$ cat src/rtl/core/saw_pkg.sv
`timescale 1ns / 1ps
// saw_pkg: shared types and constants for the stop-and-wait ARQ sender.
// No dependencies; saw_div, saw_oq, the top level and saw_chk import it.
package saw_pkg;

  localparam int unsigned CFG_AW   = 4;    // four 32-bit registers at 4*i
  localparam int unsigned FSIZE_W  = 24;
  localparam int unsigned OQ_DEPTH = 4;
  localparam int unsigned OQ_AW    = $clog2(OQ_DEPTH);
  localparam int unsigned OQ_CW    = $clog2(OQ_DEPTH + 1);
  localparam int unsigned RECIP_SH = 32;   // fixed-point shift of the reciprocal

  localparam logic [7:0]  GIVEUP_RST  = 8'd10;
  localparam logic [23:0] TIMEOUT_RST = 24'd64000;

  typedef enum logic [1:0] {
    REG_START_ADDR = 2'd0,
    REG_FILE_SIZE  = 2'd1,
    REG_GIVEUP     = 2'd2,
    REG_TIMEOUT    = 2'd3
  } reg_idx_t;

  typedef enum logic [2:0] {
    CMD_START    = 3'd0,
    CMD_TX_DONE  = 3'd1,
    CMD_ACK      = 3'd2,
    CMD_TIMEOUT  = 3'd3,
    CMD_RX_ERROR = 3'd4
  } cmd_t;

  typedef enum logic [2:0] {
    ACT_FETCH = 3'd0,
    ACT_SEND  = 3'd1,
    ACT_ARM   = 3'd2,
    ACT_DONE  = 3'd3,
    ACT_FAIL  = 3'd4
  } act_t;

  typedef enum logic [1:0] {
    PH_IDLE = 2'd0,
    PH_SEND = 2'd1,
    PH_WAIT = 2'd2,
    PH_END  = 2'd3
  } phase_t;

  typedef struct packed {
    act_t        action;
    logic        seq_bit;
    logic [31:0] mem_address;
    logic [8:0]  byte_count;
    logic [23:0] wait_ticks;
    logic [7:0]  retransmit_peak;
    logic        last;
  } res_t;

  typedef struct packed {
    logic [1:0] n;      // number of words pushed this cycle, 0..2
    res_t       a;
    res_t       b;
  } push_t;

  typedef struct packed {
    logic has_room;     // room for two more words
    logic not_empty;
  } oq_stat_t;

endpackage

$ cat src/rtl/core/saw_in_if.sv
`timescale 1ns / 1ps
// saw_in_if: event channel into the sender (command plus ACK sequence byte).
// Standalone valid/ready interface; no dependencies.
interface saw_in_if;
  logic       valid;
  logic       ready;
  logic [2:0] command;
  logic [7:0] ack_seq;

  modport source (output valid, output command, output ack_seq, input ready);
  modport sink   (input valid, input command, input ack_seq, output ready);
endinterface

$ cat src/rtl/core/saw_out_if.sv
`timescale 1ns / 1ps
// saw_out_if: result channel of the sender, one action word per handshake.
// Standalone valid/ready interface; no dependencies.
interface saw_out_if;
  logic        valid;
  logic        ready;
  logic [2:0]  action;
  logic        seq_bit;
  logic [31:0] mem_address;
  logic [8:0]  byte_count;
  logic [23:0] wait_ticks;
  logic [7:0]  retransmit_peak;
  logic        last;

  modport source (output valid, output action, output seq_bit, output mem_address,
                  output byte_count, output wait_ticks, output retransmit_peak,
                  output last, input ready);
  modport sink   (input valid, input action, input seq_bit, input mem_address,
                  input byte_count, input wait_ticks, input retransmit_peak,
                  input last, output ready);
endinterface

$ cat src/rtl/core/saw_div.sv
`timescale 1ns / 1ps
// saw_div: three-stage divide of the file size by a constant payload size.
// Gives the packet count (ceiling) and the remainder. Depends on saw_pkg.
module saw_div #(
  parameter int unsigned DIVISOR = 255,
  parameter int unsigned QW      = 17
) (
  input  logic                        clk,
  input  logic [saw_pkg::FSIZE_W-1:0] dividend,
  output logic [QW-1:0]               total,
  output logic [7:0]                  rem
);
  import saw_pkg::*;

  localparam longint unsigned RECIP = (64'd1 << RECIP_SH) / DIVISOR;
  localparam int unsigned     MW    = $clog2(RECIP + 1);
  localparam int unsigned     PW    = FSIZE_W + MW;
  localparam int unsigned     QEW   = PW - RECIP_SH;
  localparam logic [MW-1:0]   RECIP_V = MW'(RECIP);
  localparam logic [8:0]      DIV_V   = 9'(DIVISOR);

  logic [PW-1:0]      prod_r;
  logic [FSIZE_W-1:0] fs1_r;
  logic [QEW-1:0]     q_r;
  logic [FSIZE_W-1:0] qp_r;
  logic [FSIZE_W-1:0] fs2_r;
  logic [QW-1:0]      total_r;
  logic [7:0]         rem_r;

  logic [QEW-1:0]     q_est;
  logic [FSIZE_W-1:0] r_full;
  logic [8:0]         r_est;
  logic [8:0]         r_fix;
  logic [QEW-1:0]     q_fix;
  logic [QW-1:0]      total_nxt;

  // floor reciprocal: estimate is exact or one short, so r_est < 2*DIVISOR
  assign q_est = prod_r[PW-1:RECIP_SH];

  always_comb begin
    r_full = fs2_r - qp_r;
    r_est  = r_full[8:0];
    if (r_est >= DIV_V) begin
      r_fix = r_est - DIV_V;
      q_fix = q_r + QEW'(1);
    end else begin
      r_fix = r_est;
      q_fix = q_r;
    end
    total_nxt = QW'(q_fix) + QW'(r_fix != 9'd0);
  end

  always_ff @(posedge clk) begin
    prod_r  <= PW'(dividend) * PW'(RECIP_V);
    fs1_r   <= dividend;
    q_r     <= q_est;
    qp_r    <= FSIZE_W'(q_est) * FSIZE_W'(DIV_V);
    fs2_r   <= fs1_r;
    total_r <= total_nxt;
    rem_r   <= r_fix[7:0];
  end

  assign total = total_r;
  assign rem   = rem_r;

endmodule

$ cat src/rtl/core/saw_oq.sv
`timescale 1ns / 1ps
// saw_oq: small register queue holding result words until the sink takes them.
// Accepts up to two words per cycle. Depends on saw_pkg.
module saw_oq (
  input  logic              clk,
  input  logic              rst_n,
  input  saw_pkg::push_t    push,
  input  logic              pop,
  output saw_pkg::res_t     head,
  output saw_pkg::oq_stat_t stat
);
  import saw_pkg::*;

  res_t             q_r [OQ_DEPTH];
  logic [OQ_AW-1:0] head_r, head_nxt;
  logic [OQ_AW-1:0] tail_r, tail_nxt;
  logic [OQ_CW-1:0] cnt_r, cnt_nxt;
  logic [OQ_AW-1:0] tail_p1;

  assign tail_p1 = tail_r + OQ_AW'(1);

  always_comb begin
    head_nxt = pop ? head_r + OQ_AW'(1) : head_r;
    tail_nxt = tail_r + OQ_AW'(push.n);
    cnt_nxt  = cnt_r + OQ_CW'(push.n) - OQ_CW'(pop);
  end

  always_ff @(posedge clk) begin
    if (!rst_n) begin
      head_r <= '0;
      tail_r <= '0;
      cnt_r  <= '0;
    end else begin
      head_r <= head_nxt;
      tail_r <= tail_nxt;
      cnt_r  <= cnt_nxt;
    end
  end

  always_ff @(posedge clk) begin
    if (push.n != 2'd0) begin
      q_r[tail_r] <= push.a;
    end
    if (push.n == 2'd2) begin
      q_r[tail_p1] <= push.b;
    end
  end

  assign head           = q_r[head_r];
  assign stat.not_empty = (cnt_r != '0);
  assign stat.has_room  = (cnt_r <= OQ_CW'(OQ_DEPTH - 2));

endmodule

$ cat src/rtl/core/stop_and_wait_arq_sender.sv
`timescale 1ns / 1ps
// stop_and_wait_arq_sender: alternating-bit sender for a paged file transfer.
// Depends on saw_pkg, saw_in_if, saw_out_if, saw_div and saw_oq.
//
// Events (start, transmit done, ACK, timeout, receive error) arrive as words on
// in_if; each event is handled in the cycle it is accepted and yields zero, one
// or two action words on out_if (fetch+send, arm, send, finished, gave up).
// The last word of each event carries last=1.
// The action words are registered into the result queue and offered behind any earlier words.
// Throughput: one event per cycle while the result queue (four words) has room
// for two more; the sink draining one word a cycle sets the sustained rate.
// Registers sit on an APB-style port at byte addresses 0, 4, 8, 12
// (start address, file size, give-up limit, ACK timeout); pready is tied high.
// The packet count comes from a three-stage constant divider fed by the file
// size register: after reset and after every file size write, in_if.ready
// stays low until the divider result has settled.
// Reset is synchronous and active low; it clears the protocol state, the
// retransmit peak and the result queue, and loads the register defaults.
// When the sink stalls, words wait in the queue and in_if.ready drops once
// fewer than two slots are free; nothing is dropped.
module stop_and_wait_arq_sender #(
  parameter int unsigned PAYLOAD_BYTES = 255,
  parameter int unsigned PAGE_BYTES    = 256
) (
  input  logic                       clk,
  input  logic                       rst_n,
  saw_in_if.sink                     in_if,
  saw_out_if.source                  out_if,
  input  logic                       psel,
  input  logic                       penable,
  input  logic                       pwrite,
  input  logic [saw_pkg::CFG_AW-1:0] paddr,
  input  logic [31:0]                pwdata,
  output logic [31:0]                prdata,
  output logic                       pready
);
  import saw_pkg::*;

  localparam int unsigned TP_W     = $clog2((1 << FSIZE_W) / PAYLOAD_BYTES + 2);
  localparam logic [8:0]  FULL_LEN = 9'(PAGE_BYTES - 2);
  localparam logic [31:0] PAGE_INC = 32'(PAGE_BYTES);

  // configuration
  logic [31:0]        start_addr_r;
  logic [FSIZE_W-1:0] fsize_r;
  logic [7:0]         giveup_r;
  logic [23:0]        timeout_r;
  logic [1:0]         settle_r;
  logic               cfg_wr;
  reg_idx_t           cfg_idx;

  // protocol state
  phase_t             phase_r, phase_nxt;
  logic               seq_r, seq_nxt;
  logic [TP_W-1:0]    done_r, done_nxt;
  logic [TP_W-1:0]    total_r, total_nxt;
  logic [31:0]        page_r, page_nxt;
  logic [7:0]         retry_r, retry_nxt;
  logic [7:0]         peak_r, peak_nxt;
  logic               waited_r, waited_nxt;

  logic [TP_W-1:0]    div_total;
  logic [7:0]         div_rem;
  logic               in_fire;
  logic               emit;
  logic               fetch;
  act_t               act0;
  logic [8:0]         fetch_len;
  logic               last_pkt;
  logic [TP_W:0]      done_p1;
  push_t              push;
  res_t               head;
  oq_stat_t           oq_stat;

  assign cfg_wr  = psel && penable && pwrite;
  assign cfg_idx = reg_idx_t'(paddr[CFG_AW-1:2]);
  assign pready  = 1'b1;

  always_comb begin
    unique case (cfg_idx)
      REG_START_ADDR: prdata = start_addr_r;
      REG_FILE_SIZE:  prdata = 32'(fsize_r);
      REG_GIVEUP:     prdata = 32'(giveup_r);
      REG_TIMEOUT:    prdata = 32'(timeout_r);
      default:        prdata = '0;
    endcase
  end

  always_ff @(posedge clk) begin
    if (!rst_n) begin
      start_addr_r <= '0;
      fsize_r      <= '0;
      giveup_r     <= GIVEUP_RST;
      timeout_r    <= TIMEOUT_RST;
      settle_r     <= 2'd3;
    end else begin
      if (settle_r != 2'd0) begin
        settle_r <= settle_r - 2'd1;
      end
      if (cfg_wr) begin
        unique case (cfg_idx)
          REG_START_ADDR: start_addr_r <= pwdata;
          REG_FILE_SIZE: begin
            fsize_r  <= pwdata[FSIZE_W-1:0];
            settle_r <= 2'd3;
          end
          REG_GIVEUP:     giveup_r  <= pwdata[7:0];
          REG_TIMEOUT:    timeout_r <= pwdata[23:0];
          default: ;
        endcase
      end
    end
  end

  saw_div #(
    .DIVISOR (PAYLOAD_BYTES),
    .QW      (TP_W)
  ) u_div (
    .clk      (clk),
    .dividend (fsize_r),
    .total    (div_total),
    .rem      (div_rem)
  );

  assign in_if.ready = (settle_r == 2'd0) && oq_stat.has_room;
  assign in_fire     = in_if.valid && in_if.ready;

  function automatic res_t mk_res(act_t act, logic seq, logic [31:0] addr,
                                  logic [8:0] cnt, logic [23:0] ticks,
                                  logic [7:0] peak, logic lst);
    res_t r;
    r.action          = act;
    r.seq_bit         = seq;
    r.mem_address     = addr;
    r.byte_count      = cnt;
    r.wait_ticks      = ticks;
    r.retransmit_peak = peak;
    r.last            = lst;
    return r;
  endfunction

  always_comb begin
    phase_nxt  = phase_r;
    seq_nxt    = seq_r;
    done_nxt   = done_r;
    total_nxt  = total_r;
    page_nxt   = page_r;
    retry_nxt  = retry_r;
    peak_nxt   = peak_r;
    waited_nxt = waited_r;
    emit       = 1'b0;
    fetch      = 1'b0;
    act0       = ACT_DONE;
    done_p1    = {1'b0, done_r} + (TP_W + 1)'(1);

    if (in_fire) begin
      priority case (in_if.command)
        CMD_START: begin
          total_nxt  = div_total;
          page_nxt   = start_addr_r;
          seq_nxt    = 1'b0;
          done_nxt   = '0;
          retry_nxt  = '0;
          waited_nxt = 1'b0;
          emit       = 1'b1;
          if (div_total == '0) begin
            act0      = ACT_DONE;
            phase_nxt = PH_END;
          end else begin
            fetch     = 1'b1;
            phase_nxt = PH_SEND;
          end
        end
        CMD_TX_DONE: begin
          if (phase_r == PH_SEND) begin
            emit      = 1'b1;
            act0      = ACT_ARM;
            phase_nxt = PH_WAIT;
          end
        end
        CMD_ACK, CMD_RX_ERROR: begin
          if (phase_r == PH_WAIT) begin
            emit = 1'b1;
            if (in_if.command == CMD_ACK && in_if.ack_seq == {7'd0, seq_r}) begin
              if (retry_r > peak_r) begin
                peak_nxt = retry_r;
              end
              retry_nxt = '0;
              done_nxt  = done_p1[TP_W-1:0];
              if (done_p1 >= {1'b0, total_r}) begin
                act0      = ACT_DONE;
                phase_nxt = PH_END;
              end else begin
                page_nxt   = page_r + PAGE_INC;
                seq_nxt    = ~seq_r;
                waited_nxt = 1'b0;
                fetch      = 1'b1;
                phase_nxt  = PH_SEND;
              end
            end else begin
              // wrong ACK or receive error: re-arm and keep waiting
              waited_nxt = 1'b1;
              act0       = ACT_ARM;
            end
          end
        end
        CMD_TIMEOUT: begin
          if (phase_r == PH_WAIT) begin
            emit = 1'b1;
            if (waited_r) begin
              if (retry_r != 8'hFF) begin
                retry_nxt = retry_r + 8'd1;
              end
              if (retry_nxt > peak_r) begin
                peak_nxt = retry_nxt;
              end
            end
            waited_nxt = 1'b1;
            if (retry_nxt < giveup_r) begin
              act0      = ACT_SEND;
              phase_nxt = PH_SEND;
            end else begin
              act0      = ACT_FAIL;
              phase_nxt = PH_END;
            end
          end
        end
        default: ;
      endcase
    end

    // short final packet takes the live remainder, capped at FULL_LEN (PAGE_BYTES - 2)
    last_pkt = ({1'b0, done_nxt} + (TP_W + 1)'(1) == {1'b0, total_nxt})
               && (div_rem != 8'd0);
    if (last_pkt && (9'(div_rem) < FULL_LEN)) begin
      fetch_len = 9'(div_rem);
    end else begin
      fetch_len = FULL_LEN;
    end

    push.n = fetch ? 2'd2 : {1'b0, emit};
    if (fetch) begin
      push.a = mk_res(ACT_FETCH, seq_nxt, page_nxt + 32'd2, fetch_len, 24'd0,
                      peak_nxt, 1'b0);
    end else begin
      push.a = mk_res(act0, seq_nxt, 32'd0, 9'd0,
                      (act0 == ACT_ARM) ? timeout_r : 24'd0, peak_nxt, 1'b1);
    end
    push.b = mk_res(ACT_SEND, seq_nxt, 32'd0, 9'd0, 24'd0, peak_nxt, 1'b1);
  end

  always_ff @(posedge clk) begin
    if (!rst_n) begin
      phase_r  <= PH_IDLE;
      seq_r    <= 1'b0;
      done_r   <= '0;
      total_r  <= '0;
      page_r   <= '0;
      retry_r  <= '0;
      peak_r   <= '0;
      waited_r <= 1'b0;
    end else begin
      phase_r  <= phase_nxt;
      seq_r    <= seq_nxt;
      done_r   <= done_nxt;
      total_r  <= total_nxt;
      page_r   <= page_nxt;
      retry_r  <= retry_nxt;
      peak_r   <= peak_nxt;
      waited_r <= waited_nxt;
    end
  end

  saw_oq u_oq (
    .clk   (clk),
    .rst_n (rst_n),
    .push  (push),
    .pop   (out_if.valid && out_if.ready),
    .head  (head),
    .stat  (oq_stat)
  );

  assign out_if.valid           = oq_stat.not_empty;
  assign out_if.action          = head.action;
  assign out_if.seq_bit         = head.seq_bit;
  assign out_if.mem_address     = head.mem_address;
  assign out_if.byte_count      = head.byte_count;
  assign out_if.wait_ticks      = head.wait_ticks;
  assign out_if.retransmit_peak = head.retransmit_peak;
  assign out_if.last            = head.last;

endmodule

$ cat src/flat_wrapper.sv
// flat-port wrapper written by rule: the top's interface ports become plain ports
module stop_and_wait_arq_sender_flat import saw_pkg::*;
#(
  parameter int unsigned PAYLOAD_BYTES = 255,
  parameter int unsigned PAGE_BYTES    = 256
)
  (clk, rst_n, psel, penable, pwrite, paddr, pwdata, prdata, pready, in_if_valid, in_if_command, in_if_ack_seq, in_if_ready, out_if_valid, out_if_action, out_if_seq_bit, out_if_mem_address, out_if_byte_count, out_if_wait_ticks, out_if_retransmit_peak, out_if_last, out_if_ready);
  saw_in_if in_if_i ();
  saw_out_if out_if_i ();
  input  logic clk;
  input  logic rst_n;
  input  logic psel;
  input  logic penable;
  input  logic pwrite;
  input  logic [saw_pkg::CFG_AW-1:0] paddr;
  input  logic [31:0] pwdata;
  output logic [31:0] prdata;
  output logic pready;
  input wire logic [$bits(in_if_i.valid)-1:0] in_if_valid;
  input wire logic [$bits(in_if_i.command)-1:0] in_if_command;
  input wire logic [$bits(in_if_i.ack_seq)-1:0] in_if_ack_seq;
  output wire logic [$bits(in_if_i.ready)-1:0] in_if_ready;
  output wire logic [$bits(out_if_i.valid)-1:0] out_if_valid;
  output wire logic [$bits(out_if_i.action)-1:0] out_if_action;
  output wire logic [$bits(out_if_i.seq_bit)-1:0] out_if_seq_bit;
  output wire logic [$bits(out_if_i.mem_address)-1:0] out_if_mem_address;
  output wire logic [$bits(out_if_i.byte_count)-1:0] out_if_byte_count;
  output wire logic [$bits(out_if_i.wait_ticks)-1:0] out_if_wait_ticks;
  output wire logic [$bits(out_if_i.retransmit_peak)-1:0] out_if_retransmit_peak;
  output wire logic [$bits(out_if_i.last)-1:0] out_if_last;
  input wire logic [$bits(out_if_i.ready)-1:0] out_if_ready;
  assign in_if_i.valid = in_if_valid;
  assign in_if_i.command = in_if_command;
  assign in_if_i.ack_seq = in_if_ack_seq;
  assign in_if_ready = in_if_i.ready;
  assign out_if_valid = out_if_i.valid;
  assign out_if_action = out_if_i.action;
  assign out_if_seq_bit = out_if_i.seq_bit;
  assign out_if_mem_address = out_if_i.mem_address;
  assign out_if_byte_count = out_if_i.byte_count;
  assign out_if_wait_ticks = out_if_i.wait_ticks;
  assign out_if_retransmit_peak = out_if_i.retransmit_peak;
  assign out_if_last = out_if_i.last;
  assign out_if_i.ready = out_if_ready;
  stop_and_wait_arq_sender #(.PAYLOAD_BYTES(PAYLOAD_BYTES), .PAGE_BYTES(PAGE_BYTES)) u_core (.clk(clk), .rst_n(rst_n), .in_if(in_if_i), .out_if(out_if_i), .psel(psel), .penable(penable), .pwrite(pwrite), .paddr(paddr), .pwdata(pwdata), .prdata(prdata), .pready(pready));
endmodule
$ cat config.mk
export PLATFORM = sky130hd
export DESIGN_NAME = stop_and_wait_arq_sender_flat
export DESIGN_NICKNAME = d
export VERILOG_FILES = /design/src/rtl/core/saw_pkg.sv /design/src/rtl/core/saw_in_if.sv /design/src/rtl/core/saw_out_if.sv /design/src/rtl/core/saw_div.sv /design/src/rtl/core/saw_oq.sv /design/src/rtl/core/stop_and_wait_arq_sender.sv /design/src/flat_wrapper.sv
export SDC_FILE = /design/constraint.sdc
export NUM_CORES = 1
export LEC_CHECK = 0
export BUFFER_PORTS_ARGS = -buffer_cell sky130_fd_sc_hd__buf_2
export CAP_MARGIN = 20
export CORE_AREA = 2 2 260 262
export CTS_CLUSTER_SIZE = 10
export DETAILED_ROUTE_END_ITERATION = 10
export DIE_AREA = 0 0 262 264
export GPL_TIMING_DRIVEN = 1
export PLACE_DENSITY_LB_ADDON = 0.12
export SETUP_SLACK_MARGIN = 0.4
export SLEW_MARGIN = 20
export SYNTH_ARGS = -nofsm -noshare
export SYNTH_HDL_FRONTEND = slang
export SYNTH_SLANG_ARGS = --single-unit
$ cat constraint.sdc
create_clock -name clk -period 5.6 [get_ports clk]
set_input_delay 0 -clock clk [delete_from_list [all_inputs] [get_ports clk]]
set_output_delay 0 -clock clk [all_outputs]
set_load 0.01 [all_outputs]
After elaboration in Yosys (flattened, before gate mapping)
Memories as Yosys holds them, arrays and structs flattened. A register that Yosys moved wholly into a read port is not among the register bits.
Cells that the tools add are included.

storage, ports and cells
  register bits = 301
  memories = 1
  word-level logic and storage cells = 179
  output and inout port bits = 113
  input port bits = 54
  RAM bits = 312

cells by class
  order comparisons = 7
  mux-type cells = 83
  equal/unequal tests = 19
  reductions and logical operators = 28
  bitwise logic cells = 1
  multiply operators = 2
  add/subtract/negate cells = 15

memory list
  name             depth  width  rd ports  clocked after Yosys merged registers in  wr ports  RTL line      source
  u_core.u_oq.q_r  4      78     1         1                                        2         saw_oq.sv:14  res_t q_r [OQ_DEPTH];

operator list
  cell                    count
  $mux 8                  20
  $mux 32                 4
  $pmux 32 s4             1
  $mux 17                 6
  $mux 78                 1
  $pmux 32 s2             1
  $mul 24x25->49 const B  1
  $add 17x1->18 const B   2
  $pmux 17 s2             1
  $add 32x2->32 const B   1
  $add 32x9->32 const B   1
  $mux 2                  13
  $mux 24                 1
  $pmux 8 s3              1
  $mux 1                  22
  $eq 18x17->1            1
  $ge 18x17->1            1
  $add 17x1->17           1
  $add 17x1->17 const B   1
  $logic_not 17->1        1
  $mul 17x8->9 const B    1
  $gt 8x8->1              2
  $pmux 8 s2              1
  $mux 3                  4
  other kinds (40)        66

Depth between registers and ports, before layout
Gate-level depths: netlist of the first run.

  word-level depth = 18
  depth in mapped cells = 27
  mapped depth without buffers = 25

By module
A second synthesis of the first run with hierarchy kept.

second synthesis, totals
  cell total of the unflattened synthesis = 3103
  area total of the unflattened synthesis = 34083.9 µm²

by module, submodules not included
  module                    cells each  area each (µm²)  times used  sequential area each (µm²)
  saw_oq                    802         15552.4          1           9549.2
  stop_and_wait_arq_sender  1657        12176.7          1           3523.4
  saw_div                   644         6354.8           1           1701.6

Worst setup path before layout of the first run
No wires, ideal clock.

  path kind = reg-to-reg
  start = register u_core.done_r[2]
  end = memory u_core.u_oq.q_r[1][69] (netlist bit)
  cell stages (with the launch flop) = 17
  arrival time = 5202 ps
  required time = 5483 ps
  library setup time = 117 ps
  setup slack = 280 ps
  buffers on the path = 1
  path through = dfxtp_1 clkbuf_1 nand3_1 nor4_1 nand4_1 xnor2_1 ha_1 a21oi_1 o21ai_0 o21ai_1 o211ai_1 or4_1 and3_1 nor4_2 nand4b_1 or3_1 a32o_1

RTL lines
  item                      RTL line                         source
  start: declaration        stop_and_wait_arq_sender.sv:55   logic [TP_W-1:0] done_r, done_nxt;
  start signal: assignment  stop_and_wait_arq_sender.sv:265  done_r <= done_nxt;
  end: declaration          saw_oq.sv:14

==> impl_metrics.json, run 1 <==
{
  "start_util": 0.446,
  "drc": 0,
  "hold_path_class": "input port to flop",
  "power.clock.fraction": 0.437,
  "cp.required_ns": 6.11,
  "drt_iter0_markers": 2126,
  "firstDrtPassIters": 8,
  "ctsRootBufferMaster": "clkbuf_16",
  "relSlewSlack": 0.246,
  "synth_nets": 3415,
  "skew_ns": 0.0324,
  "final_util": 0.520,
  "power_density_nw_per_um2": 290,
  "vias_per_cell": 5.96,
  "layout-drive-gt1-share": 0.160,
  "yosysMostFrequentCell": "dfxtp_1",
  "intPower_mw": 7.40,
  "vdd_drop_max_uv": 182,
  "synth-warning-count": 0,
  "track_usage": 0.278,
  "p_leak_nw": 14.0,
  "crit_arrival_ns": 5.53,
  "final_net_count": 3620,
  "antenna_found_initial": 4,
  "htree_levels": 3,
  "ys_ff_latch": 578,
  "place_inst": 4103,
  "grt_pass1_vias": 24794,
  "fin_crit_sh": 0.895,
  "swShare": 0.263,
  "via_count": 25395,
  "dpl.hpwl_microns": 69600,
  "area_growth_pct": 16.6,
  "grt_max_degree": 98,
  "seqCellArea_sq_um": 11900,
  "pwr-share-seq": 0.448,
  "r2r-start": "u_core.done_r[0]",
  "clk_latency_ns": 0.63,
  "fmax_mhz": 199,
  "io_pins": 167,
  "numPortBuffers": 162,
  "n_fill_cell": 6042,
  "cp-end-kind": "flop",
  "setup_violations": 0,
  "wl_per_cell_microns": 22.8,
  "drt_wl_total_microns": 97000,
  "clockBufferDepth": 3,
  "die_w_microns": 262,
  "synth_edf_count": 36,
  "synthCells": 3148,
  "final_cells": 4263,
  "synth_flop_cell": "dfxtp_1",
  "synth.distinct_cells": 87,
  "cap_violations": 0,
  "fin_area_sq_um": 34600,
  "grt_pass1_wl_microns": 149000,
  "async_flop_share": 0,
  "power_switching_mw": 2.64,
  "coreArea_sq_um": 66600,
  "path_class": "flop to flop",
  "cts.sinks": 578,
  "outcome": "finished clean",
  "synth_common_cells": "dfxtp_1 (542), nand2_1 (382), nor2_1 (215)",
  "synth_area_leaders": "dfxtp_1 (37%), ha_1 (7.8%), mux4_2 (6.4%)",
  "slew_viol_final": 0,
  "finalPower_mw": 10.0,
  "dieArea_sq_um": 69200,
  "cts_tree": "built",
  "dpl_cell_area_sq_um": 31800,
  "cp-start-kind": "flop",
  "hold_ws_ns": 0.111,
  "r2r-end": "u_core.u_oq.q_r[3][66]",
  "syn_area_sq_um": 29700,
  "synth_top_area_share": 0.365,
  "synth.avg_cell_area_sq_um": 9.44,
  "path_clk_slew_ns": 0.06,
  "worstMarginPinSlew_ns": 1.13,
  "grt-ovfl-total": 0,
  "r2r_slack_ns": 0.59,
  "seq_area_frac_synth": 0.402,
  "drtAntennaViolNets": 0,
  "die_h_microns": 264,
  "multi_input_area_sq_um": 16700,
  "cp_max_fo": 7,
  "numCtsBuffers": 71,
  "yosysTopAreaCell": "dfxtp_1",
  "tns_ns": 0,
  "combPwrFrac": 0.114,
  "dp_slack_ns": 0.227,
  "hold_start": "in_if_command[0]",
  "hold_depth": 5,
  "rr_worst_depth": 18,
  "period_minus_slack_ns": 5.01,
  "hold_viol_final": 0,
  "rsz0062_at_grt": "yes",
  "whs_endpoint": "u_core.phase_r[0]",
  "num_rows": 95,
  "gp_congestion": 0.913,
  "timing.final.ws_setup_ns": 0.587
}
[worst max path at each step]
| stage | start | to | cells past startpoint |
|---|---|---|---|
| 6_report | u_core.done_r[0] | u_core.u_oq.q_r[3][66] | 18 |
| 5_1_grt | u_core.u_div.qp_r[0] | u_core.u_div.total[10] | 25 |
| 4_1_cts | u_core.done_r[1] | u_core.u_oq.q_r[1][71] | 16 |
| 3_5_place_dp | u_core.done_r[1] | u_core.u_oq.q_r[1][71] | 18 |
| 3_3_place_gp | u_core.done_r[1] | u_core.u_oq.q_r[1][71] | 18 |
| 2_1_floorplan | u_core.done_r[0] | u_core.u_oq.q_r[1][69] | 16 |
[placed cells by master (no fill, tap or decap), drive strengths merged, types with 36 or more instances in the layout]
master       synthesis  final
a21oi              151    151
nor2               216    216
nor3                41     41
mux4                85     85
o21ai              184    184
edfxtp              36     36
dlygate4sd3          0     45
a22o               160    160
inv                141    145
nand3               94     94
buf                 21    273
nand2              382    382
dfxtp              542    542
a22oi               48     48
ha                 185    185
clkbuf             165     94
xnor2              101    101
and2                47     47
[registers in the layout (all words and copies together), names as in the netlist, 17 cells and up, named ones only]
| name | cells |
|---|---|
| u_core.u_div.prod_r | 17 |
| u_core.start_addr_r | 32 |
| u_core.total_r | 17 |
| u_core.u_oq.q_r | 308 |
| u_core.fsize_r | 24 |
| u_core.u_div.total | 17 |
| u_core.page_r | 32 |
| u_core.timeout_r | 24 |
| u_core.done_r | 17 |
[kinds of logic after synthesis]
family / Yosys count / synth area share
muxes: 141 / 0.0842
DFF: 578 / 0.402
buffers and inverters: 329 / 0.0427
adders and majority gates: 213 / 0.0968
xor gates and xnor gates: 136 / 0.0401
AOI/OAI and AO/OA: 766 / 0.178
and+or+nand+nor: 983 / 0.157
other: 2 / 0.000253
[worst max-delay path, stage by stage (launching register included)]
cell and delay (ns):
dfxtp_1 0.39, ha_1 0.21, nand3_2 0.17, or4_4 0.50, xnor2_1 0.16, ha_1 0.30, a21oi_1 0.22, a2bb2oi_1 0.25
o2111a_1 0.30, buf_4 0.17, o2111ai_1 0.33, o311a_1 0.42, o31ai_1 0.34, nor4_2 0.08, buf_4 0.18, and4b_1 0.19
buf_4 0.14, a211o_1 0.33, a32o_1 0.25
[layout make-up]
cell class              instances  area share
multi-input cells            2241       0.482
well taps                     873      0.0315
clock inverters                11     0.00672
clock buffers                  94      0.0564
flip-flops and latches        578       0.345
inverters                     143      0.0156
repair buffers                318      0.0620
diodes                          5    0.000361
[power by group through the flow]
| stage | clock network [mW] | logic, mW | registers [mW] |
|---|---|---|---|
| 5_1_grt | 4.65 | 1.25 | 4.52 |
| 3_5_place_dp | 0 | 1.11 | 4.59 |
| 3_3_place_gp | 0 | 1.09 | 4.59 |
| 6_report | 4.39 | 1.15 | 4.50 |
| 2_1_floorplan | 0 | 0.848 | 4.42 |
| 4_1_cts | 4.49 | 1.14 | 4.50 |
[per-layer routing]
layer,global-route usage,routed length (microns),vias to the layer above
li1,-,-,11807
met1,0.387,43400,12525
met3,0.0423,6180,140
met4,0.0847,2510,0
met5,0,0,-
met2,0.444,44900,923
[repair_timing]
action | in CTS | in global routing
setup buffers | 1 | 4
hold buffers | 45 | 0
gates resized for setup | 11 | 26
endpoints found under the setup margin | 82 | 218
pin swaps | 1 | 7
hold endpoints to repair | 95 | 0
(Power assumes the default switching activity.)
==> inputs of run 2 (changes only) <==
- MAX_ROUTING_LAYER: not set -> met4
==> run 2 against run 1 <==
Compared with the run above: clock skew hardly changed; critical path type unchanged; design area is 0.60% lower; clock-buffer cell count is 3 lower.
==> impl_metrics.json, run 2 (synthesis results as in run 1) <==
{
  "outcome": "finished clean",
  "clockBufferDepth": 3,
  "track_usage": 0.289,
  "layout_common_cells": "dfxtp_1 (534), nand2_1 (382), nor2_1 (211), ha_1 (184), buf_2 (162)",
  "cap_violations": 0,
  "path_class": "flop to flop",
  "cp.required_ns": 6.09,
  "vias_per_cell": 5.95,
  "drt_wl_total_microns": 98100,
  "relSlewSlack": 0.210,
  "n_fill_cell": 6122,
  "cp-start-kind": "flop",
  "period_minus_slack_ns": 4.99,
  "htree_levels": 3,
  "drc": 0,
  "gp_congestion": 0.982,
  "cp_max_fo": 6,
  "largestRegisters": "u_core.u_oq.q_r (308), u_core.page_r (32), u_core.start_addr_r (32)",
  "coreArea_sq_um": 66600,
  "io_pins": 167,
  "dpl.hpwl_microns": 70700,
  "p_leak_nw": 13.9,
  "fmax_mhz": 200,
  "cts.sinks": 578,
  "firstDrtPassIters": 5,
  "numPortBuffers": 162,
  "area_growth_pct": 15.9,
  "drt_iter0_markers": 2089,
  "seqCellArea_sq_um": 11900,
  "crit_arrival_ns": 5.48,
  "hold_viol_final": 0,
  "hold_path_class": "input port to flop",
  "via_count": 25251,
  "vdd_drop_max_uv": 184,
  "start_util": 0.446,
  "multi_input_area_sq_um": 16800,
  "cts_tree": "built",
  "layout-drive-gt1-share": 0.159,
  "clk_latency_ns": 0.63,
  "layout_commonest_cell": "dfxtp_1",
  "final_net_count": 3606,
  "drtAntennaViolNets": 0,
  "die_w_microns": 262,
  "path_clk_slew_ns": 0.06,
  "worstMarginPinSlew_ns": 1.18,
  "ctsRootBufferMaster": "clkbuf_16",
  "dieArea_sq_um": 69200,
  "skew_ns": 0.0324,
  "numCtsBuffers": 70,
  "wl_per_cell_microns": 23.1,
  "grt_max_degree": 91,
  "slew_viol_final": 0,
  "cp-end-kind": "flop",
  "top_register": "u_core.u_oq.q_r",
  "grt-ovfl-total": 0,
  "largest_reg_flops": 308,
  "setup_violations": 0,
  "antenna_found_initial": 7,
  "grt_pass1_vias": 24709,
  "rsz0062_at_grt": "no",
  "grt_pass1_wl_microns": 149000,
  "die_h_microns": 264,
  "fin_crit_sh": 0.891,
  "finalPower_mw": 9.77,
  "num_rows": 95,
  "power_density_nw_per_um2": 284,
  "tns_ns": 0
}
[run 2: layout make-up]
type / instances / share of cell area
Antenna cell: 7 / 0.000509
Clock buffer: 91 / 0.0543
Clock inverter: 9 / 0.00334
Inverter: 143 / 0.0157
Multi-Input combinational cell: 2241 / 0.488
Sequential cell: 578 / 0.347
Tap cell: 873 / 0.0317
Timing Repair Buffer: 305 / 0.0595
[run 2: power by group]
part / internal, mW / total (mW) / switching (mW)
clock network: 2.34 / 4.12 / 1.78
logic: 0.538 / 1.14 / 0.600
registers: 4.27 / 4.51 / 0.237
[run 2: repair_timing]
item / CTS / global route
gates resized for setup: 14 / 40
setup endpoints to repair: 21 / 248
endpoints found under the hold margin: 94 / 0
setup buffers: 0 / 3
hold buffers: 41 / 0
pin swaps: 2 / 9
[run 2: worst max-delay path: stages (launching register included)]
cell	delay [ns]
dfxtp_1	0.38
ha_1	0.21
nand3_2	0.16
buf_4	0.19
or4_4	0.45
xnor2_1	0.20
ha_1	0.28
a21oi_2	0.18
a2bb2oi_2	0.23
o2111a_2	0.27
o211ai_1	0.15
or4_1	0.54
and3_1	0.26
nor4_2	0.34
nand4b_1	0.26
or3_4	0.46
a32o_1	0.29
[run 2: worst paths after layout]
kind	cells after the start	slack (ns)	endpoint	startpoint
max	16	0.61	u_core.u_oq.q_r[3][71]	u_core.done_r[0]
min	5	0.10	u_core.phase_r[1]	in_if_command[1]
max reg2reg	16	0.61	u_core.u_oq.q_r[3][71]	u_core.done_r[0]
min reg2reg	0	0.32	u_core.u_div.fs2_r[6]	u_core.u_div.fs1_r[6]
[run 2: per-stage QoR]
stage	cells	cell area (sq um)	hold slack (ns)	setup WS, ns	util
detailed placement	4096	31800	0.244	0.0996	0.477
floorplan	3148	29700	0.122	0.440	-
global route	4246	34400	0.100	0.406	0.517
CTS	4237	34200	0.0408	0.388	0.514
global placement	4096	31800	0.240	0.307	0.477
finish	4247	34400	0.102	0.611	0.517
[run 2: routing by layer]
| layer | vias to the layer above | track usage | routed length [microns] |
|---|---|---|---|
| li1 | 11773 | - | - |
| met1 | 12433 | 0.391 | 43700 |
| met2 | 911 | 0.447 | 45300 |
| met3 | 134 | 0.0425 | 6440 |
| met4 | 0 | 0.0864 | 2650 |
| met5 | - | - | 0 |
